<file path="src/rtl/core/xmrs_pkg.sv">
// Shared types and constants for the XOR-masked needle search.
// Used by the cell, the top level and the port checker; no dependencies.
package xmrs_pkg;

   localparam int BYTE_W       = 8;
   localparam int WORD_W       = 64;
   localparam int NEEDLE_WORDS = 4;
   localparam int NIDX_W       = 5;   // selects one of the 32 needle bytes
   localparam int NLEN_W       = 6;   // width of the needle length register
   localparam int CSR_ADDR_W   = 6;
   localparam int CSR_DATA_W   = 64;

   typedef logic [NEEDLE_WORDS-1:0][WORD_W-1:0] needle_type;

   // register map, eight bytes per register
   typedef enum logic [2:0] {
      REG_NEEDLE_0      = 3'd0,
      REG_NEEDLE_1      = 3'd1,
      REG_NEEDLE_2      = 3'd2,
      REG_NEEDLE_3      = 3'd3,
      REG_NEEDLE_LENGTH = 3'd4
   } reg_index_type;

   typedef enum logic [1:0] {
      STATUS_UNIQUE     = 2'd0,
      STATUS_NOT_FOUND  = 2'd1,
      STATUS_NOT_UNIQUE = 2'd2
   } status_type;

   // per-cell control from the top level
   typedef struct packed {
      logic shift;    // take the neighbor's byte
      logic in_use;   // cell lies inside the active needle length
   } cell_ctl_type;

   // needle byte idx, byte 0 in the low bits of word 0
   function automatic logic [BYTE_W-1:0] needle_byte(needle_type words,
                                                     logic [NIDX_W-1:0] idx);
      return words[idx[NIDX_W-1:3]][{idx[2:0], 3'b000} +: BYTE_W];
   endfunction

endpackage

</file>
<file path="src/rtl/core/xmrs_cell.sv">
// One window cell: holds a haystack byte and compares it against its needle byte.
// Depends on xmrs_pkg.
module xmrs_cell (
   input  logic                          clock,
   input  xmrs_pkg::cell_ctl_type        ctl,
   input  logic [xmrs_pkg::BYTE_W-1:0]   prev_byte,
   input  logic [xmrs_pkg::BYTE_W-1:0]   needle_val,
   input  logic [xmrs_pkg::BYTE_W-1:0]   mask,
   output logic [xmrs_pkg::BYTE_W-1:0]   byte_out,
   output logic [xmrs_pkg::BYTE_W-1:0]   diff,
   output logic                          cell_ok
);

   logic [xmrs_pkg::BYTE_W-1:0] byte_ff;
   logic [xmrs_pkg::BYTE_W-1:0] byte_in;

   // advance the window by one byte on each request
   always_comb begin
      byte_in = ctl.shift ? prev_byte : byte_ff;
   end

   always_ff @(posedge clock) begin
      byte_ff <= byte_in;
   end

   // the mask this cell implies, and whether it agrees with the window mask
   assign byte_out = byte_ff;
   assign diff     = byte_ff ^ needle_val;
   assign cell_ok  = !ctl.in_use || (diff == mask);

endmodule

</file>
<file path="config.mk">
export PLATFORM = sky130hd
export DESIGN_NAME = xmrs_cell
export DESIGN_NICKNAME = d
export VERILOG_FILES = /design/src/rtl/core/xmrs_pkg.sv /design/src/rtl/core/xmrs_cell.sv
export SDC_FILE = /design/constraint.sdc
export NUM_CORES = 1
export LEC_CHECK = 0
export BUFFER_PORTS_ARGS = -buffer_cell sky130_fd_sc_hd__buf_2
export CORE_AREA = 2 2 39 41
export DETAILED_ROUTE_END_ITERATION = 10
export DIE_AREA = 0 0 41 43
export HOLD_SLACK_MARGIN = 0.08
export PLACE_DENSITY = 0.75
export SETUP_SLACK_MARGIN = 0.1
export SLEW_MARGIN = 20
export SYNTH_ARGS = -nofsm -noshare
export SYNTH_HDL_FRONTEND = slang
export SYNTH_SLANG_ARGS = --single-unit
export TNS_END_PERCENT = 50
</file>
<file path="constraint.sdc">
create_clock -name clock -period 3.07 [get_ports clock]
set_input_delay 0.614 -clock clock [delete_from_list [all_inputs] [get_ports clock]]
set_output_delay 0.614 -clock clock [all_outputs]
set_load 0.01 [all_outputs]
</file>
==> qor.csv <==
metric;value;unit
route.detailed.wl_per_inst;10.6;um
worst-path-max-fanout;2;
drtIter0Drc;4;
layout.cells.most_common;buf_2;
route.detailed.vias_per_inst;4.31;
power;311;uW
worst_path_max_delay_cell;xnor3_1;
cts.sink_count;8;
postSynthCellCount;27;
slowest_delay;360;ps
min_path_type;in2reg;
yosysTopAreaCell;edfxtp_1;
crit_buf_inv;2;
rsz_0062_raised_after_global_routing;false;
preCtsSetupSlack;818;ps
final_layout_size_suffix_gt1_frac;0.644;
yosys_warnings;0;
holdCritStartpoint;prev_byte[3];
hpwlAfterDp;828;um
timing.setup.critical_path_class;in2out;
crit_path_start;needle_val[7];
hold_buffers;0;
fmax;447;MHz
antenna_cells;0;
num_io_pins;44;
cell_at_the_root_of_the_clock_tree;clkbuf_4;
wl;945;um
fp.coreArea;1380;sq um
cap_violations;0;
cts.reportedPaths.clkPinSlew;50;ps
tritoncts;built;
synth_area_leaders;edfxtp_1 49%, xnor3_1 28%, xor2_1 18%;
mappedNetlistNets;54;
p_leak;0.405;nW
mostFrequentLayoutCells;43 x buf_2, 10 x xor2_1, 8 x edfxtp_1;
final_max_slew_violation_count;0;
flip_flop_and_latch_count_after_synthesis;8;
power_density;416;nW/um^2
antenna_found_initial;0;
placedCellCount;86;
crit_family;XOR/XNOR gates;
ant_nets;0;
drt_first_pass_iters;3;
first_global_vias;360;
layout-area-overhead-vs-synth;52.7;%
fp.dieW;41;um
cts_buffer_depth;2;
worst_slack;833;ps
whs_path_depth;1;
worst-slew-pin-transition;207;ps
final.min_clock_period;2240;ps
max_ffs_per_register;8;
synth_largest_type_area_fraction;0.491;
tns;0;ps
endpoint_kind_of_the_worst_setup_timing_path;output pin;
wire_length_of_the_first_global_routing_pass;1.36;mm
die_height;43;um
critical_path_required;2460;ps
drc_errors;0;
crit_path_start_kind;primary input;
cts.repair.resized;0;
cts_inserted_buffers;3;
floorplan.initialDensity;0.354;
i_o_buffers;43;
fillerInstances;127;
synth.distinct_cells;6;
timing.final.setup_violations;0;
design.final.nets;102;
synth-seq-area-share;0.491;
grt_ovf;0;
final_cell_count_no_fill;89;
final_core_utilization;0.540;
place.gp.congestion;0.705;
peakVddDrop;214;uV
cts_max_level;1;
status;finished, final reports clean;
hold_violations;0;
ordered_cell_list_for_the_critical_path;buf_2, xnor3_1, nand2_1, o41ai_2, buf_2;
synth.cell_area;489;sq um
cpMostUsedCell;buf_2;
slew_headroom;0.861;
grt_use_total;0.114;
die_area;1760;sq um
post-cts-setup-buffers;0;
finalCritPeriodShare;0.729;
row_count;14;
synth_area_per_cell;18.1;sq um
crit_cells;5;
maximum_number_of_pins_on_one_net_before_global_route_repair;9;
route.vias.total;384;
cp_data_arrival_time;1620;ps
## cells by family after synthesis
kind of cell,count (synthesis),share of synthesized area
DFF,8,0.491
AOI/OAI and AO/OA,1,0.0333
xor gates and xnor gates,16,0.455
and+or+nand+nor,2,0.0205
## metrics by stage
stage	area [sq um]	hold WS, ps
floorplan	489	713
global placement	724	791
detailed placement	724	792
CTS	747	530
global route	747	535
finish	747	538
## Yosys cell counts (all sizes together)
cell and number:
xnor3 6, nand4 1, nand2 1, xor2 10, o41ai 1, edfxtp 8
## report_power, final
part / internal [mW] / switching (mW) / total (mW) / leakage [nW]
Combinational: 0.0557 / 0.0397 / 0.0953 / 0.313
Clock: 0.0445 / 0.0320 / 0.0765 / 0.0138
Sequential: 0.131 / 0.00806 / 0.139 / 0.0783
## worst paths after layout
kind                       to
hold / removal    byte_out[3]
setup / recovery      cell_ok
## per-layer routing
metal	GRT usage	wire, um
met1	0.117	329
met2	0.203	549
met3	0.0157	66
met4	0.0600	0
met5	0	0
## layout make-up
cell class	count	area (sq um)	share of cell area
multi-input cells	19	249	0.333
flip-flops and latches	8	240	0.322
repair buffers	43	215	0.288
clock buffers	3	22.5	0.0302
well taps	16	20.0	0.0268
No activity file was read; power rests on OpenSTA's default activity.
